### config.mk
export PLATFORM = sky130hd
export DESIGN_NAME = rmd160_cmdq
export DESIGN_NICKNAME = d
export VERILOG_FILES = /design/src/hw/rtl/rmd160_pkg.sv /design/src/hw/rtl/rmd160_cmdq.sv
export SDC_FILE = /design/constraint.sdc
export NUM_CORES = 1
export LEC_CHECK = 0
export ABC_AREA = 1
export BUFFER_PORTS_ARGS = -buffer_cell sky130_fd_sc_hd__buf_2
export CAP_MARGIN = 20
export CORE_ASPECT_RATIO = 0.6
export CORE_UTILIZATION = 37
export DETAILED_ROUTE_END_ITERATION = 10
export GPL_TIMING_DRIVEN = 0
export PLACE_DENSITY = 0.51
export REMOVE_ABC_BUFFERS = 1
export SYNTH_ARGS = -nofsm -noshare
export SYNTH_HDL_FRONTEND = slang
export SYNTH_SLANG_ARGS = --single-unit
### constraint.sdc
create_clock -name i_clk -period 64.6 [get_ports i_clk]
set_clock_uncertainty 0.2 [all_clocks]
set_input_delay 3.23 -clock i_clk [delete_from_list [all_inputs] [get_ports i_clk]]
set_output_delay 3.23 -clock i_clk [all_outputs]
set_load 0.1 [all_outputs]
### src/hw/rtl/rmd160_pkg.sv
// Package: shared types, constants and round tables for the RIPEMD-160 engine.
package rmd160_pkg;

    localparam int COUNT_WIDTH = 61;
    localparam int CMDQ_DEPTH  = 4;
    localparam int CMDQ_AW     = 2;

    typedef struct packed {
        logic [7:0] data_byte;
        logic       has_byte;
        logic       end_of_message;
    } t_in_item;

    typedef struct packed {
        logic [31:0] digest_word;
        logic [2:0]  word_index;
        logic        last_word;
    } t_out_item;

    // command from the front part to the compression back part
    typedef struct packed {
        logic        finish;   // emit digest and reinit after this block
        logic [511:0] blk;     // 64 bytes, byte 0 in bits 7:0
    } t_cmd;

    typedef enum logic [1:0] {
        ST_IDLE,
        ST_ROUND,
        ST_FINAL,
        ST_EMIT
    } t_be_state;

    typedef enum logic [1:0] {
        FE_ACCEPT,
        FE_PAD_EXTRA
    } t_fe_state;

    localparam logic [31:0] H_INIT [5] = '{32'h67452301, 32'hEFCDAB89, 32'h98BADCFE,
                                           32'h10325476, 32'hC3D2E1F0};

    localparam logic [3:0] SEL_L [80] = '{
        0,1,2,3,4,5,6,7,8,9,10,11,12,13,14,15,
        7,4,13,1,10,6,15,3,12,0,9,5,2,14,11,8,
        3,10,14,4,9,15,8,1,2,7,0,6,13,11,5,12,
        1,9,11,10,0,8,12,4,13,3,7,15,14,5,6,2,
        4,0,5,9,7,12,2,10,14,1,3,8,11,6,15,13};
    localparam logic [3:0] SEL_R [80] = '{
        5,14,7,0,9,2,11,4,13,6,15,8,1,10,3,12,
        6,11,3,7,0,13,5,10,14,15,8,12,4,9,1,2,
        15,5,1,3,7,14,6,9,11,8,12,2,10,0,4,13,
        8,6,4,1,3,11,15,0,5,12,2,13,9,7,10,14,
        12,15,10,4,1,5,8,7,6,2,13,14,0,3,9,11};
    localparam logic [3:0] ROT_L [80] = '{
        11,14,15,12,5,8,7,9,11,13,14,15,6,7,9,8,
        7,6,8,13,11,9,7,15,7,12,15,9,11,7,13,12,
        11,13,6,7,14,9,13,15,14,8,13,6,5,12,7,5,
        11,12,14,15,14,15,9,8,9,14,5,6,8,6,5,12,
        9,15,5,11,6,8,13,12,5,12,13,14,11,8,5,6};
    localparam logic [3:0] ROT_R [80] = '{
        8,9,9,11,13,15,15,5,7,7,8,11,14,14,12,6,
        9,13,15,7,12,8,9,11,7,7,12,7,6,15,13,11,
        9,7,15,11,8,6,6,14,12,13,5,14,13,13,7,5,
        15,5,8,11,14,14,6,14,6,9,12,9,12,5,15,8,
        8,5,12,9,12,5,14,6,8,13,6,5,15,13,11,11};
    localparam logic [31:0] ADD_L [5] = '{32'h00000000, 32'h5A827999, 32'h6ED9EBA1,
                                          32'h8F1BBCDC, 32'hA953FD4E};
    localparam logic [31:0] ADD_R [5] = '{32'h50A28BE6, 32'h5C4DD124, 32'h6D703EF3,
                                          32'h7A6D76E9, 32'h00000000};

    function automatic logic [31:0] rotl(input logic [31:0] x, input logic [3:0] n);
        logic [63:0] d;
        d = {x, x} << n;
        return d[63:32];
    endfunction

    function automatic logic [31:0] boolfn(input logic [2:0] k, input logic [31:0] x,
                                           input logic [31:0] y, input logic [31:0] z);
        logic [31:0] r;
        case (k)
            3'd0:    r = x ^ y ^ z;
            3'd1:    r = (x & y) | (~x & z);
            3'd2:    r = (x | ~y) ^ z;
            3'd3:    r = (x & z) | (y & ~z);
            default: r = x ^ (y | ~z);
        endcase
        return r;
    endfunction

endpackage

### src/hw/rtl/rmd160_cmdq.sv
// Command queue between the front and back parts.
module rmd160_cmdq (
    input  logic              i_clk,
    input  logic              i_rst_n,
    input  rmd160_pkg::t_cmd  i_cmd,
    input  logic              i_wr,
    output logic              o_full,
    output rmd160_pkg::t_cmd  o_cmd,
    output logic              o_empty,
    input  logic              i_rd
);
    rmd160_pkg::t_cmd r_mem [rmd160_pkg::CMDQ_DEPTH];
    logic [rmd160_pkg::CMDQ_AW-1:0] r_wp, r_rp;
    logic [rmd160_pkg::CMDQ_AW:0]   r_cnt;

    assign o_full  = r_cnt == (rmd160_pkg::CMDQ_AW+1)'(rmd160_pkg::CMDQ_DEPTH);
    assign o_empty = r_cnt == '0;
    assign o_cmd   = r_mem[r_rp];

    always_ff @(posedge i_clk) begin
        if (i_wr && !o_full) r_mem[r_wp] <= i_cmd;
        if (!i_rst_n) begin
            r_wp <= '0; r_rp <= '0; r_cnt <= '0;
        end else begin
            if (i_wr && !o_full) r_wp <= r_wp + 1'b1;
            if (i_rd && !o_empty) r_rp <= r_rp + 1'b1;
            r_cnt <= r_cnt + (rmd160_pkg::CMDQ_AW+1)'(i_wr && !o_full)
                           - (rmd160_pkg::CMDQ_AW+1)'(i_rd && !o_empty);
        end
    end
endmodule

* Word-level counts from Yosys, hierarchy flattened
Memories as Yosys holds them, arrays and structs flattened. A register that Yosys moved wholly into a read port is not among the register bits.
Cells that the tools add are included.
** Operators by class
- Add/sub/neg operators :: 4
- Reduce and logical (&&, ||, !) cells :: 5
- Equal/unequal tests :: 1
- Multiplexer cells :: 4
** Operator list (count)
- 2-bit by 1-bit adder with 2-bit output (second input constant) :: 2
- 2-bit two-way mux :: 2
- 3-bit by 1-bit adder with 3-bit output :: 1
- 3-bit == test (second input constant) :: 1
- 3-bit logical NOT :: 1
- 3-bit by 1-bit subtractor with 3-bit output :: 1
- 1-bit logical AND :: 2
- 1-bit logical NOT :: 2
- 1-bit two-way mux :: 2
** Word-level totals
- RAM bits :: 2052
- Input bits :: 517
- Register bits :: 7
- Memories kept :: 1
** Memories
- r_mem :: depth 4, width 513, rd ports 1, clocked after memory_dff 1, write ports 1, RTL line rmd160_cmdq.sv:12 : rmd160_pkg::t_cmd r_mem [rmd160_pkg::CMDQ_DEPTH];

* Logic depth before layout (Yosys ltp)
- Depth in word-level cells :: 5
- Mapped depth :: 11

* Worst setup path after synthesis
No wires, ideal clock.
- Kind :: input-to-reg
- From :: in i_wr
- To :: mem r_mem[0][0] (netlist name), enable pin
- Required time :: 62.997 ns
- Stages on the path :: 2
- Setup time :: 1.403 ns
- Data arrival time :: 24.559 ns
- Slack :: 38.438 ns
- Path buffers :: 0
- Path through :: nand2_1 nor2_1
** Between the ends
- Cells in the longest elaborated chain, start to end :: 3
** Ends and longest elaborated chain
- start: declaration :: RTL line rmd160_cmdq.sv:6 : input logic i_wr,
- 1-bit logical AND :: RTL line rmd160_cmdq.sv:21 : if (i_wr && !o_full) r_mem[r_wp] <= i_cmd;
- 1-bit two-way mux :: RTL line rmd160_cmdq.sv:21
- 1-bit two-way mux (not written as such) :: RTL line rmd160_cmdq.sv:21
- end: declaration :: RTL line rmd160_cmdq.sv:12
Every way passes these cells.

==> report_table.html <==
<table>
<tr><th>Metric</th><th>Value</th></tr>
<tr><th colspan="2">Die</th></tr>
<tr><td>Die H</td><td>approximately 360 um</td></tr>
<tr><td>Core footprint</td><td>about 0.21 mm^2</td></tr>
<tr><td>Horizontal die dimension</td><td>between 500 and 600 um</td></tr>
<tr><td>I/O pin count</td><td>just over 1000</td></tr>
<tr><td>Initial core utilization</td><td>a little under two fifths</td></tr>
<tr><td>Total number of placement rows</td><td>130</td></tr>
<tr><td>Total Die Area</td><td>between 0.2 and 0.25 mm^2</td></tr>
<tr><th colspan="2">GRT</th></tr>
<tr><td>Total global routing overflow</td><td>0</td></tr>
<tr><td>Initial antenna violation count</td><td>around 110</td></tr>
<tr><td>Global-route track usage on met3</td><td>5.50%</td></tr>
<tr><td>Number of global-route vias before repair</td><td>43600</td></tr>
<tr><td>Overall routing resource usage</td><td>between 10% and 20%</td></tr>
<tr><td>Pin count of the biggest net entering global routing</td><td>approximately 240</td></tr>
<tr><td>First-pass GRT wire length</td><td>299000 um</td></tr>
<tr><td>GRT Max-Usage Layer</td><td>met2</td></tr>
<tr><td>Met2 track utilization from global routing</td><td>30.4%</td></tr>
<tr><td>Global routing met1 resource utilization</td><td>between 20% and 30%</td></tr>
<tr><th colspan="2">Clock tree</th></tr>
<tr><td>Clock tree from TritonCTS</td><td>built</td></tr>
<tr><td>Clock Tree Buf Depth</td><td>4</td></tr>
<tr><td>CTS Hold Buffers Added</td><td>0</td></tr>
<tr><td>Clock Pin Slew Worst Setup and Hold Paths</td><td>roughly 0.06 ns</td></tr>
<tr><td>Number of buffers inserted during clock tree synthesis</td><td>between 200 and 250</td></tr>
<tr><td>H-Tree Depth</td><td>4</td></tr>
<tr><td>Clock sink total</td><td>approximately 2100</td></tr>
<tr><td>Clock root buffer</td><td>sky130_fd_sc_hd__clkbuf_16</td></tr>
<tr><td>Resized Gates After CTS</td><td>0</td></tr>
<tr><td>Clock latency on the worst-skew pair</td><td>0.80 ns</td></tr>
<tr><td>Post CTS Setup Buffer Count</td><td>0</td></tr>
<tr><th colspan="2">Routing</th></tr>
<tr><td>Initial DRT Pass Iterations</td><td>6</td></tr>
<tr><td>Number of DRC markers in iteration 0</td><td>around 3400</td></tr>
<tr><td>Residual antenna-violating net count after detailed routing</td><td>0</td></tr>
<tr><td>Final wirelength</td><td>206000 um</td></tr>
<tr><td>Via count of the routed design</td><td>around 45000</td></tr>
<tr><td>Detail-routed via count per cell</td><td>around 5.0</td></tr>
<tr><td>DRC violation count after routing</td><td>0</td></tr>
<tr><td>Wire per inst</td><td>22.9 um</td></tr>
<tr><th colspan="2">Worst hold path</th></tr>
<tr><td>Min-delay worst type</td><td>register to register</td></tr>
<tr><td>Min-Delay Startpoint</td><td>r_rp[0]</td></tr>
<tr><td>Cell depth of the worst hold path</td><td>2</td></tr>
<tr><th colspan="2">Cells and area</th></tr>
<tr><td>Multi-input logic area</td><td>0.0142 mm^2</td></tr>
<tr><td>Total non-filler cell area in the finished layout</td><td>roughly 0.094 mm^2</td></tr>
<tr><td>Number of filler cells placed in the layout</td><td>approximately 19000</td></tr>
<tr><td>Synthesis-to-layout area growth</td><td>20.2%</td></tr>
<tr><td>Register cell area after layout</td><td>between 0.06 and 0.07 mm^2</td></tr>
<tr><td>Final Net Count</td><td>approximately 6600</td></tr>
<tr><td>Share of post-route cells with drive strength above 1</td><td>approximately 29%</td></tr>
<tr><th colspan="2">Place</th></tr>
<tr><td>Last weighted congestion value of the routability-driven placer</td><td>about 0.73</td></tr>
<tr><td>Count of port buffers added during placement</td><td>about 1000</td></tr>
<tr><td>Placed standard-cell area</td><td>a little under 0.09 mm^2</td></tr>
<tr><td>DPL Wire Length</td><td>~130000 um</td></tr>
<tr><th colspan="2">Critical path</th></tr>
<tr><td>Startpoint kind of the worst setup timing path</td><td>register</td></tr>
<tr><td>Reg-to-Reg Start</td><td>r_cnt[1]</td></tr>
<tr><td>Worst Path Max Fanout</td><td>a little under 90</td></tr>
<tr><td>Flop2flop setup slack</td><td>around 61 ns</td></tr>
<tr><td>Setup crit end kind</td><td>output pin</td></tr>
<tr><td>Cell count of the worst reg-to-reg path</td><td>12</td></tr>
<tr><td>Reg2reg end</td><td>r_mem[2][133]</td></tr>
<tr><td>Critical path data required time</td><td>approximately 61 ns</td></tr>
<tr><td>Worst Path Class, Setup</td><td>register to output pin</td></tr>
<tr><td>Worst Path Arrival</td><td>about 4.8 ns</td></tr>
<tr><th colspan="2">Timing</th></tr>
<tr><td>Minimum hold slack</td><td>about 0.29 ns</td></tr>
<tr><td>RSZ-0062 raised after global routing</td><td>false</td></tr>
<tr><td>Max-Slew Margin vs Limit</td><td>around 16%</td></tr>
<tr><td>Worst-Margin Slew</td><td>around 1.3 ns</td></tr>
<tr><td>Final period demand of the worst path</td><td>roughly 8.3 ns</td></tr>
<tr><td>Total Negative Setup Slacks</td><td>0 ns</td></tr>
<tr><td>Final number of setup-violating endpoints</td><td>0</td></tr>
<tr><td>Share of the clock period used by the worst path after layout</td><td>about 13%</td></tr>
<tr><td>Max frequency</td><td>between 100 and 150 MHz</td></tr>
<tr><td>Max-slew violations</td><td>0</td></tr>
<tr><td>Number of endpoints with negative hold slack in the final report</td><td>0</td></tr>
<tr><th colspan="2">Synth</th></tr>
<tr><td>Post-synthesis cell area</td><td>0.0779 mm^2</td></tr>
<tr><td>Count of mapped cells out of synthesis</td><td>5027</td></tr>
<tr><td>Synth warnings</td><td>0</td></tr>
<tr><td>Number of distinct standard cells referenced by the synthesized netlist</td><td>21</td></tr>
<tr><td>Synth area leaders</td><td>sky130_fd_sc_hd__edfxtp_1, sky130_fd_sc_hd__o21ai_0, sky130_fd_sc_hd__nor2_1</td></tr>
<tr><td>Sequential fraction of the synthesis area</td><td>between 70% and 80%</td></tr>
<tr><td>Cell taking the most area after synthesis</td><td>sky130_fd_sc_hd__edfxtp_1</td></tr>
<tr><td>Post-Synthesis Mean Instance Area</td><td>roughly 15 um^2</td></tr>
<tr><td>Share of the synthesized area in the top cell type</td><td>79.1%</td></tr>
<tr><td>Synth Register Bits</td><td>roughly 2100</td></tr>
<tr><th colspan="2">Power and ir drop</th></tr>
<tr><td>Power per unit of standard cell area</td><td>between 40 and 50 mW/mm^2</td></tr>
<tr><td>Worst voltage drop across the vdd grid</td><td>0.0000312 V</td></tr>
<tr><td>Leakage dissipation</td><td>31.7 nW</td></tr>
<tr><td>Total power of the final layout</td><td>approximately 4.7 mW</td></tr>
<tr><th colspan="2">Run</th></tr>
<tr><td>Max cap viols</td><td>0</td></tr>
<tr><th colspan="2">Run status</th></tr>
<tr><td>Result of the run</td><td>complete, no violations</td></tr>
</table>
-- state kept, by name (all words and copies together) (netlist names), named ones only --
signal,flops
r_cnt,3
r_wp,2
r_rp,2
r_mem,2052
-- report_power, final --
group / internal, mW / switching (mW) / leakage (nW)
Sequential: 1.62 / 0.0305 / 18.9
Combinational: 0.294 / 1.61 / 9.91
Clock: 0.620 / 0.492 / 2.97
-- stage by stage --
| stage | instances | setup slack (ns) | utilization (%) |
|---|---|---|---|
| after global routing | 8991 | 56.12 | 44.7 |
| after CTS | 8962 | 56.33 | 44.7 |
| after floorplan | 4687 | 25.20 | - |
| after global placement | 8490 | -28.69 | 40.5 |
| after detailed placement | 8609 | 57.23 | 41.8 |
| final | 8998 | 56.35 | 44.7 |
-- cells by family (layout without fill, tap and decap cells) --
family	Yosys count	after routing	share of synthesized area, %
DFF	2061	2061	79.4
and+or+nand+nor	1056	1056	5.74
buffers and inverters	359	1522	2.43
other	0	36	0
AOI/OAI and AO/OA	1544	1544	12.4
adders and majority gates	7	7	0.122
-- worst max-delay path by stage --
stage / end / cells after the start / slack [ns]
finish: o_cmd[255] / 9 / 56.35
global route: o_cmd[255] / 9 / 56.12
CTS: o_cmd[255] / 9 / 56.33
detailed placement: o_cmd[255] / 9 / 57.23
global placement: o_cmd[462] / 4 / -28.69
floorplan: o_cmd[0] / 3 / 25.20
-- final cells by class --
type	instances	share of cell area [%]
clock inverters	98	0.853
well taps	2772	3.71
inverters	19	0.102
diodes	36	0.0963
clock buffers	255	5.64
flip-flops and latches	2061	66.0
repair buffers	1150	8.36
multi-input cells	2607	15.2
-- critical path: stages (launching register included) --
cell and delay, ns:
sky130_fd_sc_hd__dfxtp_4 0.82, sky130_fd_sc_hd__buf_16 0.33, sky130_fd_sc_hd__buf_16 0.33, sky130_fd_sc_hd__buf_16 0.28, sky130_fd_sc_hd__buf_16 0.29, sky130_fd_sc_hd__buf_16 0.31
sky130_fd_sc_hd__buf_16 0.31, sky130_fd_sc_hd__o21ai_0 0.16, sky130_fd_sc_hd__o22ai_1 0.26, sky130_fd_sc_hd__buf_2 0.53
-- routing by layer --
layer / share of wire [%] / up-vias
met4: 3.2 / 74
met1: 42 / 22500
met3: 6.6 / 420
met5: 0.22 / -
li1: - / 21200
met2: 48 / 1105
-- Yosys cell counts (all sizes together) --
cell	n
nand2	14
inv	19
clkbuf	209
o21ai	1026
fa	1
dfxtp	9
nor2	1038
a21oi	5
nand3	4
edfxtp	2052
buf	131
o22ai	513
ha	6
-- cell usage in the layout, fill, tap and decap left out, types with 4 or more instances in the layout --
| cell | synthesis | routed |
|---|---|---|
| sky130_fd_sc_hd__clkinv_8 | 0 | 4 |
| sky130_fd_sc_hd__dfxtp_1 | 9 | 7 |
| sky130_fd_sc_hd__edfxtp_1 | 2052 | 2052 |
| sky130_fd_sc_hd__a21oi_1 | 5 | 5 |
| sky130_fd_sc_hd__o22ai_2 | 200 | 200 |
| sky130_fd_sc_hd__nand2_1 | 14 | 14 |
| sky130_fd_sc_hd__buf_16 | 0 | 38 |
| sky130_fd_sc_hd__nor2_4 | 0 | 4 |
| sky130_fd_sc_hd__inv_6 | 1 | 4 |
| sky130_fd_sc_hd__diode_2 | 0 | 36 |
| sky130_fd_sc_hd__o21ai_0 | 1026 | 1026 |
| sky130_fd_sc_hd__o22ai_1 | 313 | 313 |
| sky130_fd_sc_hd__clkbuf_16 | 0 | 203 |
| sky130_fd_sc_hd__ha_1 | 6 | 6 |
| sky130_fd_sc_hd__bufinv_16 | 0 | 11 |
| sky130_fd_sc_hd__buf_12 | 22 | 81 |
| sky130_fd_sc_hd__clkinv_1 | 0 | 42 |
| sky130_fd_sc_hd__nor2_1 | 838 | 834 |
| sky130_fd_sc_hd__clkinv_2 | 0 | 31 |
| sky130_fd_sc_hd__nor2_2 | 200 | 200 |
| sky130_fd_sc_hd__buf_2 | 98 | 1031 |
| sky130_fd_sc_hd__inv_1 | 17 | 17 |
| sky130_fd_sc_hd__nand3_1 | 4 | 4 |
| sky130_fd_sc_hd__clkbuf_1 | 209 | 52 |
(Power assumes the default switching activity.)
